==> src/prc_pkg.sv <==
// Shared constants and types for the point record checksum block.
`timescale 1ns / 1ps

package prc_pkg;

    localparam int FLOAT_W  = 32;
    localparam int WORD_W   = 64;
    localparam int HALF_W   = WORD_W / 2;
    localparam int EXP_W    = 8;
    localparam int EXP_LSB  = 23;

    localparam int S_TDATA_W = 4 * FLOAT_W;
    localparam int M_TDATA_W = WORD_W;

    localparam logic [WORD_W-1:0] MIX_MUL_A  = 64'hbf58476d1ce4e5b9;
    localparam logic [WORD_W-1:0] MIX_MUL_B  = 64'h94d049bb133111eb;
    localparam logic [WORD_W-1:0] GOLDEN_INC = 64'h9e3779b97f4a7c15;

    localparam int MIX_SH_A = 30;
    localparam int MIX_SH_B = 27;
    localparam int MIX_SH_C = 31;

    localparam int Q_DEPTH = 2;
    localparam int Q_PTR_W = $clog2(Q_DEPTH);
    localparam int Q_CNT_W = $clog2(Q_DEPTH + 1);

    typedef struct packed {
        logic [WORD_W-1:0] xy;
        logic [WORD_W-1:0] zr;
        logic              bad;
        logic              last;
    } prc_entry_t;

endpackage

==> src/prc_front.sv <==
// Input stage: takes point transfers, packs the mixer words and flags bad points.
`timescale 1ns / 1ps

module prc_front (
    input  logic                            aclk,
    input  logic                            aresetn,
    input  logic                            s_tvalid,
    output logic                            s_tready,
    input  logic [prc_pkg::S_TDATA_W-1:0]   s_tdata,
    input  logic                            s_tlast,
    output logic                            q_push,
    output prc_pkg::prc_entry_t             q_data,
    input  logic                            q_full
);

    logic [prc_pkg::FLOAT_W-1:0] x_bits;
    logic [prc_pkg::FLOAT_W-1:0] y_bits;
    logic [prc_pkg::FLOAT_W-1:0] z_bits;
    logic [prc_pkg::FLOAT_W-1:0] radius_bits;
    logic                        any_nonfinite;
    logic                        neg_radius;
    prc_pkg::prc_entry_t         entry;
    logic                        hold_valid_reg;
    prc_pkg::prc_entry_t         hold_data_reg;

    function automatic logic not_finite(input logic [prc_pkg::FLOAT_W-1:0] f);
        return &f[prc_pkg::EXP_LSB +: prc_pkg::EXP_W];
    endfunction

    assign x_bits      = s_tdata[0 +: prc_pkg::FLOAT_W];
    assign y_bits      = s_tdata[prc_pkg::FLOAT_W +: prc_pkg::FLOAT_W];
    assign z_bits      = s_tdata[2 * prc_pkg::FLOAT_W +: prc_pkg::FLOAT_W];
    assign radius_bits = s_tdata[3 * prc_pkg::FLOAT_W +: prc_pkg::FLOAT_W];

    // A negative zero radius is still a valid point.
    assign any_nonfinite = not_finite(x_bits) | not_finite(y_bits) |
                           not_finite(z_bits) | not_finite(radius_bits);
    assign neg_radius    = radius_bits[prc_pkg::FLOAT_W-1] &
                           (|radius_bits[prc_pkg::FLOAT_W-2:0]);

    always_comb begin
        entry.xy   = {x_bits, y_bits};
        entry.zr   = {z_bits, radius_bits};
        entry.bad  = any_nonfinite | neg_radius;
        entry.last = s_tlast;
    end

    assign s_tready = !hold_valid_reg || !q_full;
    assign q_push   = hold_valid_reg && !q_full;
    assign q_data   = hold_data_reg;

    always_ff @(posedge aclk) begin
        if (!aresetn) begin
            hold_valid_reg <= 1'b0;
        end else if (s_tvalid && s_tready) begin
            hold_valid_reg <= 1'b1;
            hold_data_reg  <= entry;
        end else if (q_push) begin
            hold_valid_reg <= 1'b0;
        end
    end

endmodule

==> src/prc_queue.sv <==
// Two-entry queue between the input stage and the hash sequencer.
`timescale 1ns / 1ps

module prc_queue (
    input  logic                aclk,
    input  logic                aresetn,
    input  logic                push,
    input  prc_pkg::prc_entry_t push_data,
    output logic                full,
    input  logic                pop,
    output logic                pop_valid,
    output prc_pkg::prc_entry_t pop_data
);

    prc_pkg::prc_entry_t              mem_reg [prc_pkg::Q_DEPTH];
    logic [prc_pkg::Q_PTR_W-1:0]      wr_ptr_reg;
    logic [prc_pkg::Q_PTR_W-1:0]      rd_ptr_reg;
    logic [prc_pkg::Q_CNT_W-1:0]      count_reg;

    function automatic logic [prc_pkg::Q_PTR_W-1:0] ptr_inc(
        input logic [prc_pkg::Q_PTR_W-1:0] p
    );
        if (p == prc_pkg::Q_PTR_W'(prc_pkg::Q_DEPTH - 1)) begin
            return '0;
        end
        return p + prc_pkg::Q_PTR_W'(1);
    endfunction

    assign full      = count_reg == prc_pkg::Q_CNT_W'(prc_pkg::Q_DEPTH);
    assign pop_valid = count_reg != '0;
    assign pop_data  = mem_reg[rd_ptr_reg];

    always_ff @(posedge aclk) begin
        if (push) begin
            mem_reg[wr_ptr_reg] <= push_data;
        end
    end

    always_ff @(posedge aclk) begin
        if (!aresetn) begin
            wr_ptr_reg <= '0;
            rd_ptr_reg <= '0;
            count_reg  <= '0;
        end else begin
            if (push) begin
                wr_ptr_reg <= ptr_inc(wr_ptr_reg);
            end
            if (pop) begin
                rd_ptr_reg <= ptr_inc(rd_ptr_reg);
            end
            if (push && !pop) begin
                count_reg <= count_reg + prc_pkg::Q_CNT_W'(1);
            end else if (pop && !push) begin
                count_reg <= count_reg - prc_pkg::Q_CNT_W'(1);
            end
        end
    end

    a_no_push_full: assert property (@(posedge aclk) disable iff (!aresetn)
        push |-> !full)
        else $error("Queue written while full.");

    a_no_pop_empty: assert property (@(posedge aclk) disable iff (!aresetn)
        pop |-> pop_valid)
        else $error("Queue read while empty.");

endmodule

==> src/prc_mix.sv <==
// Iterative 64-bit finalizer built around one 32x32 multiplier.
`timescale 1ns / 1ps

module prc_mix (
    input  logic                         aclk,
    input  logic                         aresetn,
    input  logic                         start,
    input  logic [prc_pkg::WORD_W-1:0]   din,
    output logic                         done,
    output logic [prc_pkg::WORD_W-1:0]   dout
);

    typedef enum logic [3:0] {
        MX_IDLE,
        MX_A0,
        MX_A1,
        MX_A2,
        MX_SB,
        MX_B0,
        MX_B1,
        MX_B2,
        MX_SC
    } mix_state_t;

    mix_state_t                     state_reg;
    logic [prc_pkg::WORD_W-1:0]     v_reg;
    logic [prc_pkg::WORD_W-1:0]     acc_reg;
    logic                           done_reg;
    logic [prc_pkg::WORD_W-1:0]     dout_reg;
    logic [prc_pkg::HALF_W-1:0]     mul_a;
    logic [prc_pkg::HALF_W-1:0]     mul_k;
    logic [prc_pkg::WORD_W-1:0]     prod;

    // The low 64 bits of a 64x64 product take three partial products:
    // low*low in full, then the low halves of the two cross terms.
    always_comb begin
        mul_a = v_reg[prc_pkg::HALF_W-1:0];
        mul_k = prc_pkg::MIX_MUL_A[prc_pkg::HALF_W-1:0];
        case (state_reg)
            MX_A0: begin
                mul_k = prc_pkg::MIX_MUL_A[prc_pkg::HALF_W-1:0];
            end
            MX_A1: begin
                mul_k = prc_pkg::MIX_MUL_A[prc_pkg::WORD_W-1:prc_pkg::HALF_W];
            end
            MX_A2: begin
                mul_a = v_reg[prc_pkg::WORD_W-1:prc_pkg::HALF_W];
                mul_k = prc_pkg::MIX_MUL_A[prc_pkg::HALF_W-1:0];
            end
            MX_B0: begin
                mul_k = prc_pkg::MIX_MUL_B[prc_pkg::HALF_W-1:0];
            end
            MX_B1: begin
                mul_k = prc_pkg::MIX_MUL_B[prc_pkg::WORD_W-1:prc_pkg::HALF_W];
            end
            MX_B2: begin
                mul_a = v_reg[prc_pkg::WORD_W-1:prc_pkg::HALF_W];
                mul_k = prc_pkg::MIX_MUL_B[prc_pkg::HALF_W-1:0];
            end
            default: begin
                mul_a = v_reg[prc_pkg::HALF_W-1:0];
                mul_k = prc_pkg::MIX_MUL_A[prc_pkg::HALF_W-1:0];
            end
        endcase
    end

    assign prod = prc_pkg::WORD_W'(mul_a) * prc_pkg::WORD_W'(mul_k);
    assign done = done_reg;
    assign dout = dout_reg;

    always_ff @(posedge aclk) begin
        if (!aresetn) begin
            state_reg <= MX_IDLE;
            done_reg  <= 1'b0;
        end else begin
            done_reg <= 1'b0;
            case (state_reg)
                MX_IDLE: begin
                    if (start) begin
                        v_reg     <= din ^ (din >> prc_pkg::MIX_SH_A);
                        state_reg <= MX_A0;
                    end
                end
                MX_A0, MX_B0: begin
                    acc_reg   <= prod;
                    state_reg <= (state_reg == MX_A0) ? MX_A1 : MX_B1;
                end
                MX_A1, MX_B1: begin
                    acc_reg[prc_pkg::WORD_W-1:prc_pkg::HALF_W] <=
                        acc_reg[prc_pkg::WORD_W-1:prc_pkg::HALF_W] +
                        prod[prc_pkg::HALF_W-1:0];
                    state_reg <= (state_reg == MX_A1) ? MX_A2 : MX_B2;
                end
                MX_A2, MX_B2: begin
                    acc_reg[prc_pkg::WORD_W-1:prc_pkg::HALF_W] <=
                        acc_reg[prc_pkg::WORD_W-1:prc_pkg::HALF_W] +
                        prod[prc_pkg::HALF_W-1:0];
                    state_reg <= (state_reg == MX_A2) ? MX_SB : MX_SC;
                end
                MX_SB: begin
                    v_reg     <= acc_reg ^ (acc_reg >> prc_pkg::MIX_SH_B);
                    state_reg <= MX_B0;
                end
                MX_SC: begin
                    dout_reg  <= acc_reg ^ (acc_reg >> prc_pkg::MIX_SH_C);
                    done_reg  <= 1'b1;
                    state_reg <= MX_IDLE;
                end
                default: begin
                    state_reg <= MX_IDLE;
                end
            endcase
        end
    end

    a_start_idle: assert property (@(posedge aclk) disable iff (!aresetn)
        start |-> state_reg == MX_IDLE)
        else $error("Finalizer started while busy.");

    a_done_single: assert property (@(posedge aclk) disable iff (!aresetn)
        done_reg |=> !done_reg)
        else $error("Finalizer completion held for more than one cycle.");

endmodule

==> src/prc_back.sv <==
// Hash sequencer: runs the four finalizer passes, keeps running state, holds the result.
`timescale 1ns / 1ps

module prc_back (
    input  logic                         aclk,
    input  logic                         aresetn,
    input  logic                         q_valid,
    input  prc_pkg::prc_entry_t          q_data,
    output logic                         q_pop,
    output logic                         mix_start,
    output logic [prc_pkg::WORD_W-1:0]   mix_din,
    input  logic                         mix_done,
    input  logic [prc_pkg::WORD_W-1:0]   mix_dout,
    output logic                         out_valid,
    input  logic                         out_ready,
    output logic [prc_pkg::WORD_W-1:0]   out_checksum,
    output logic                         out_invalid_seen,
    output logic                         out_final
);

    typedef enum logic [2:0] {
        BK_IDLE,
        BK_IDX,
        BK_XY,
        BK_ZR,
        BK_FIN,
        BK_OUT
    } back_state_t;

    back_state_t                    state_reg;
    prc_pkg::prc_entry_t            ent_reg;
    logic [prc_pkg::WORD_W-1:0]     idx_reg;
    logic [prc_pkg::WORD_W-1:0]     acc_reg;
    logic                           flag_reg;
    logic [prc_pkg::WORD_W-1:0]     h_reg;
    logic [prc_pkg::WORD_W-1:0]     sum_reg;
    logic                           out_valid_reg;
    logic [prc_pkg::WORD_W-1:0]     out_sum_reg;
    logic                           out_flag_reg;
    logic                           out_last_reg;
    logic                           out_load;

    always_comb begin
        mix_start = 1'b0;
        mix_din   = '0;
        case (state_reg)
            BK_IDLE: begin
                mix_start = q_valid;
                mix_din   = idx_reg + prc_pkg::GOLDEN_INC;
            end
            BK_IDX: begin
                mix_start = mix_done;
                mix_din   = ent_reg.xy;
            end
            BK_XY: begin
                mix_start = mix_done;
                mix_din   = ent_reg.zr;
            end
            BK_ZR: begin
                mix_start = mix_done;
                mix_din   = h_reg ^ mix_dout;
            end
            default: begin
                mix_start = 1'b0;
                mix_din   = '0;
            end
        endcase
    end

    assign q_pop    = (state_reg == BK_IDLE) && q_valid;
    assign out_load = (state_reg == BK_OUT) && (!out_valid_reg || out_ready);

    assign out_valid        = out_valid_reg;
    assign out_checksum     = out_sum_reg;
    assign out_invalid_seen = out_flag_reg;
    assign out_final        = out_last_reg;

    always_ff @(posedge aclk) begin
        if (!aresetn) begin
            state_reg     <= BK_IDLE;
            idx_reg       <= '0;
            acc_reg       <= '0;
            flag_reg      <= 1'b0;
            out_valid_reg <= 1'b0;
        end else begin
            if (out_valid_reg && out_ready && !out_load) begin
                out_valid_reg <= 1'b0;
            end
            case (state_reg)
                BK_IDLE: begin
                    if (q_valid) begin
                        ent_reg   <= q_data;
                        state_reg <= BK_IDX;
                    end
                end
                BK_IDX: begin
                    if (mix_done) begin
                        h_reg     <= mix_dout;
                        state_reg <= BK_XY;
                    end
                end
                BK_XY: begin
                    if (mix_done) begin
                        h_reg     <= h_reg ^ mix_dout;
                        state_reg <= BK_ZR;
                    end
                end
                BK_ZR: begin
                    if (mix_done) begin
                        state_reg <= BK_FIN;
                    end
                end
                BK_FIN: begin
                    if (mix_done) begin
                        sum_reg   <= acc_reg ^ mix_dout;
                        state_reg <= BK_OUT;
                    end
                end
                BK_OUT: begin
                    if (out_load) begin
                        out_valid_reg <= 1'b1;
                        out_sum_reg   <= sum_reg;
                        out_flag_reg  <= flag_reg | ent_reg.bad;
                        out_last_reg  <= ent_reg.last;
                        if (ent_reg.last) begin
                            idx_reg  <= '0;
                            acc_reg  <= '0;
                            flag_reg <= 1'b0;
                        end else begin
                            idx_reg  <= idx_reg + prc_pkg::WORD_W'(1);
                            acc_reg  <= sum_reg;
                            flag_reg <= flag_reg | ent_reg.bad;
                        end
                        state_reg <= BK_IDLE;
                    end
                end
                default: begin
                    state_reg <= BK_IDLE;
                end
            endcase
        end
    end

    a_done_expected: assert property (@(posedge aclk) disable iff (!aresetn)
        mix_done |-> (state_reg == BK_IDX || state_reg == BK_XY ||
                      state_reg == BK_ZR || state_reg == BK_FIN))
        else $error("Finalizer result arrived while no pass was pending.");

    a_last_clears: assert property (@(posedge aclk) disable iff (!aresetn)
        (out_load && ent_reg.last) |=> (idx_reg == '0 && acc_reg == '0 && !flag_reg))
        else $error("Running state not cleared after the last point.");

endmodule

==> src/point_record_checksum.sv <==
// Top level of the point record checksum block.
`timescale 1ns / 1ps

// Each input transfer carries one point (x, y, z, radius as IEEE single bit
// patterns) and returns exactly one output transfer with the running XOR
// checksum, which includes this point, and a sticky flag that is set once any
// point of the set was NaN, infinite or had a negative nonzero radius. The
// transfer marked with tlast closes the set: its output covers the whole set
// and all running state clears afterwards. Points are hashed one at a time
// with four passes of a 64-bit finalizer through a single shared 32x32
// multiplier, and the sequencer takes a new point from the queue only once
// the previous one has been loaded into the output register. The input
// stage and a two-entry queue keep taking points while a hash is running,
// and the output register holds a finished result while the next point is
// already being hashed.

module point_record_checksum (
    input  logic                            aclk,
    input  logic                            aresetn,
    input  logic                            s_tvalid,
    output logic                            s_tready,
    // x_bits, y_bits, z_bits, radius_bits
    input  logic [prc_pkg::S_TDATA_W-1:0]   s_tdata,
    input  logic                            s_tlast,
    output logic                            m_tvalid,
    input  logic                            m_tready,
    // checksum
    output logic [prc_pkg::M_TDATA_W-1:0]   m_tdata,
    // invalid_seen
    output logic [0:0]                      m_tuser,
    output logic                            m_tlast
);

    logic                        q_push;
    prc_pkg::prc_entry_t         q_push_data;
    logic                        q_full;
    logic                        q_pop;
    logic                        q_valid;
    prc_pkg::prc_entry_t         q_pop_data;
    logic                        mix_start;
    logic [prc_pkg::WORD_W-1:0]  mix_din;
    logic                        mix_done;
    logic [prc_pkg::WORD_W-1:0]  mix_dout;
    logic                        invalid_seen;

    prc_front u_front (
        .aclk     (aclk),
        .aresetn  (aresetn),
        .s_tvalid (s_tvalid),
        .s_tready (s_tready),
        .s_tdata  (s_tdata),
        .s_tlast  (s_tlast),
        .q_push   (q_push),
        .q_data   (q_push_data),
        .q_full   (q_full)
    );

    prc_queue u_queue (
        .aclk      (aclk),
        .aresetn   (aresetn),
        .push      (q_push),
        .push_data (q_push_data),
        .full      (q_full),
        .pop       (q_pop),
        .pop_valid (q_valid),
        .pop_data  (q_pop_data)
    );

    prc_mix u_mix (
        .aclk    (aclk),
        .aresetn (aresetn),
        .start   (mix_start),
        .din     (mix_din),
        .done    (mix_done),
        .dout    (mix_dout)
    );

    prc_back u_back (
        .aclk             (aclk),
        .aresetn          (aresetn),
        .q_valid          (q_valid),
        .q_data           (q_pop_data),
        .q_pop            (q_pop),
        .mix_start        (mix_start),
        .mix_din          (mix_din),
        .mix_done         (mix_done),
        .mix_dout         (mix_dout),
        .out_valid        (m_tvalid),
        .out_ready        (m_tready),
        .out_checksum     (m_tdata),
        .out_invalid_seen (invalid_seen),
        .out_final        (m_tlast)
    );

    assign m_tuser = invalid_seen;

endmodule
==> config.mk <==
export PLATFORM = sky130hd
export DESIGN_NAME = point_record_checksum
export DESIGN_NICKNAME = d
export VERILOG_FILES = /design/src/prc_pkg.sv /design/src/prc_front.sv /design/src/prc_queue.sv /design/src/prc_mix.sv /design/src/prc_back.sv /design/src/point_record_checksum.sv
export SDC_FILE = /design/constraint.sdc
export NUM_CORES = 2
export LEC_CHECK = 0
export BUFFER_PORTS_ARGS = -buffer_cell sky130_fd_sc_hd__buf_2
export CORE_MARGIN = 5
export CORE_UTILIZATION = 58
export CTS_CLUSTER_SIZE = 20
export DETAILED_ROUTE_END_ITERATION = 10
export PLACE_DENSITY_LB_ADDON = 0.25
export SLEW_MARGIN = 15
export SYNTH_ARGS = -nofsm -noshare
export SYNTH_HDL_FRONTEND = slang
export SYNTH_SLANG_ARGS = --single-unit
==> constraint.sdc <==
create_clock -name aclk -period 9.49 [get_ports aclk]
set_input_delay 1.898 -clock aclk [delete_from_list [all_inputs] [get_ports aclk]]
set_output_delay 1.898 -clock aclk [all_outputs]
set_load 0.05 [all_outputs]
==> results.json <==
{
  "outcome": "finished clean",
  "worst_slack_ns": 0.236,
  "die_w_um": 362,
  "hold_violations": 0,
  "worstSetupEndpointType": "register",
  "cts.sinks": 1049,
  "wirelength_mm": 237,
  "setup_viol": 0,
  "cp_max_fo": 19,
  "rsz0062_at_grt": "yes",
  "ys_seq_area_frac": 0.418,
  "slew_violations": 0,
  "antenna_found_initial": 2,
  "seqCellArea_um2": 30100,
  "grt_max_degree": 75,
  "fin_nets": 7855,
  "r2r_slack_ns": 0.24,
  "hold_end": "u_back.out_checksum[30]",
  "start_util": 0.583,
  "io_pins": 201,
  "grt_pass1_wl_mm": 344,
  "avgSynthCellArea_um2": 12.1,
  "core_area_um2": 123000,
  "ff2ff_path_depth": 32,
  "place.gp.congestion": 1.04,
  "crit_path_max_incr_delay_ns": 0.52,
  "cts_tree": "done",
  "period_needed_ns": 9.25,
  "grt_remaining_overflow": 0,
  "port_buffers": 200,
  "path_class": "reg -> reg",
  "yosysTopAreaCellShare": 0.378,
  "synth_cells": 5923,
  "synthTopCellsByArea": "edfxtp_1 38%, fa_1 23%, ha_1 6.3%",
  "drc": 0,
  "holdCritStartpoint": "u_back.sum_reg[30]",
  "r2r-end": "u_mix.acc_reg[60]",
  "synth_fp_nets": 7245,
  "async_flop_share": 0,
  "die_area_um2": 131000,
  "cts_max_level": 3,
  "clockBufferDepth": 3,
  "dr.pass1.iters": 6,
  "cts_buffers": 93,
  "post-route-period-util": 0.975,
  "final_cells": 8253,
  "worstSkewPairLatency_ns": 0.70,
  "fin_worst_skew_ns": 0.0314,
  "hold_path.class": "reg -> reg",
  "drive_above_1_share": 0.181,
  "multi_input_area_um2": 38000,
  "yosysWarningCount": 0,
  "arrival_ns": 9.67,
  "grt_pass1_vias": 49800,
  "antenna_left": 0,
  "dp_cells": 8061,
  "dp_hpwl_mm": 192,
  "whs_path_depth": 0,
  "slew_headroom": 0.143,
  "ys_types": 82,
  "place_ws_ns": -0.261,
  "synth.most_common_cell": "inv_1",
  "drtIter0Drc": 6349,
  "dominantRegCellSynth": "edfxtp_1",
  "setup_tns_ns": 0,
  "post_drt_wl_per_cell_um": 28.7,
  "track_usage": 0.364,
  "rows": 129,
  "crit_path_frequent_cell": "fa_1",
  "cts.clk_slew.worst_paths_ns": 0.07,
  "yosysTopAreaCell": "edfxtp_1",
  "cts_root_buffer": "clkbuf_16",
  "fmax_mhz": 108,
  "ys_top_cells_by_count": "936 x inv_1, 906 x edfxtp_1, 828 x fa_1",
  "area_growth_pct": 14.2,
  "ys_seq_elements": 1049,
  "fillers": 9383,
  "syn-cell-area_um2": 71900,
  "r2r_start": "u_mix.state_reg[0]",
  "synth_edf_count": 906,
  "start_kind": "register",
  "vias_per_cell": 5.95,
  "largest_register_ffs": 260,
  "cp.required_ns": 9.91,
  "die_h_um": 362,
  "cpMaxStageDelayCell": "fa_1",
  "tightest_slew_ns": 1.28,
  "cap_violations": 0,
  "via_count": 49100
}
## routing by layer
metal,share of wire,vias up,GRT usage
met5,0,-,0
met3,0.12,373,0.104
met1,0.42,25100,0.552
met2,0.42,2709,0.518
li1,-,21000,-
met4,0.035,0,0.102
## cells by family after synthesis
| kind of cell | synth area share |
|---|---|
| buffers and inverters | 0.0610 |
| multiplexers | 0.0339 |
| AO/OA/AOI/OAI | 0.0638 |
| adder cells (fa/ha/maj) | 0.293 |
| AND/OR/NAND/NOR | 0.0709 |
| XOR/XNOR | 0.0593 |
| flip-flops | 0.418 |
## layout by cell type, fill, tap and decap left out, drive strengths merged, types with 58 or more instances in the layout
cell    synthesis  final
a22o           77     77
dfxtp         143    143
o21ai         156    156
inv           938    944
fa            828    828
a21oi         197    197
ha            361    361
buf            26    728
edfxtp        906    906
xnor2         241    241
clkbuf        189    131
nand2         344    344
xor2          246    246
and3           58     58
mux2          149    149
nor2          432    432
## final cells by class
class,count,share of cell area
tap,1637,0.0249
inverter,951,0.0436
clock inverter,45,0.00670
timing repair buffer,730,0.0639
clock buffer,129,0.0316
multi-input combinational,3708,0.463
sequential,1049,0.366
antenna,4,0.000122
## critical path, delay by kind of cell, from the launching register on
| family | cells | cell delay, ns |
|---|---|---|
| XOR/XNOR | 1 | 0.37 |
| AO/OA/AOI/OAI | 4 | 0.72 |
| multiplexers | 1 | 0.06 |
| adder cells (fa/ha/maj) | 9 | 4.32 |
| AND/OR/NAND/NOR | 6 | 1.61 |
| buffers and inverters | 11 | 1.57 |
| flip-flops | 1 | 0.33 |
## timing repair
action / 4_1_cts / 5_1_grt
setup buffers: 2 / 10
pin swaps: 1 / 21
resized for setup: 19 / 100
hold buffers: 0 / 0
gates cloned: 0 / 1
setup endpoints to repair: 9 / 18
## worst max path at each step
stage                  startpoint                 to  slack, ns  depth (start not counted)
2_1_floorplan  u_mix.state_reg[1]  u_mix.acc_reg[63]       0.01                         35
3_3_place_gp   u_mix.state_reg[1]  u_mix.acc_reg[62]      -0.15                         34
3_5_place_dp   u_mix.state_reg[1]  u_mix.acc_reg[62]      -0.26                         34
4_1_cts        u_mix.state_reg[1]  u_mix.acc_reg[63]     -0.008                         39
5_1_grt        u_mix.state_reg[1]  u_mix.acc_reg[63]      -0.04                         39
6_report       u_mix.state_reg[0]  u_mix.acc_reg[60]       0.24                         32
## through the flow
stage / hold WS, ns / cell area, um2 / util
2_1_floorplan: 0.421 / 72000 / -
3_3_place_gp: 0.423 / 78400 / 0.635
3_5_place_dp: 0.430 / 78400 / 0.635
4_1_cts: 0.438 / 81600 / 0.661
5_1_grt: 0.451 / 82100 / 0.665
6_report: 0.442 / 82200 / 0.665
Power is left out: the tool's default activity adds up to more than one toggle a clock period on the data nets, which glitch-free logic cannot reach.
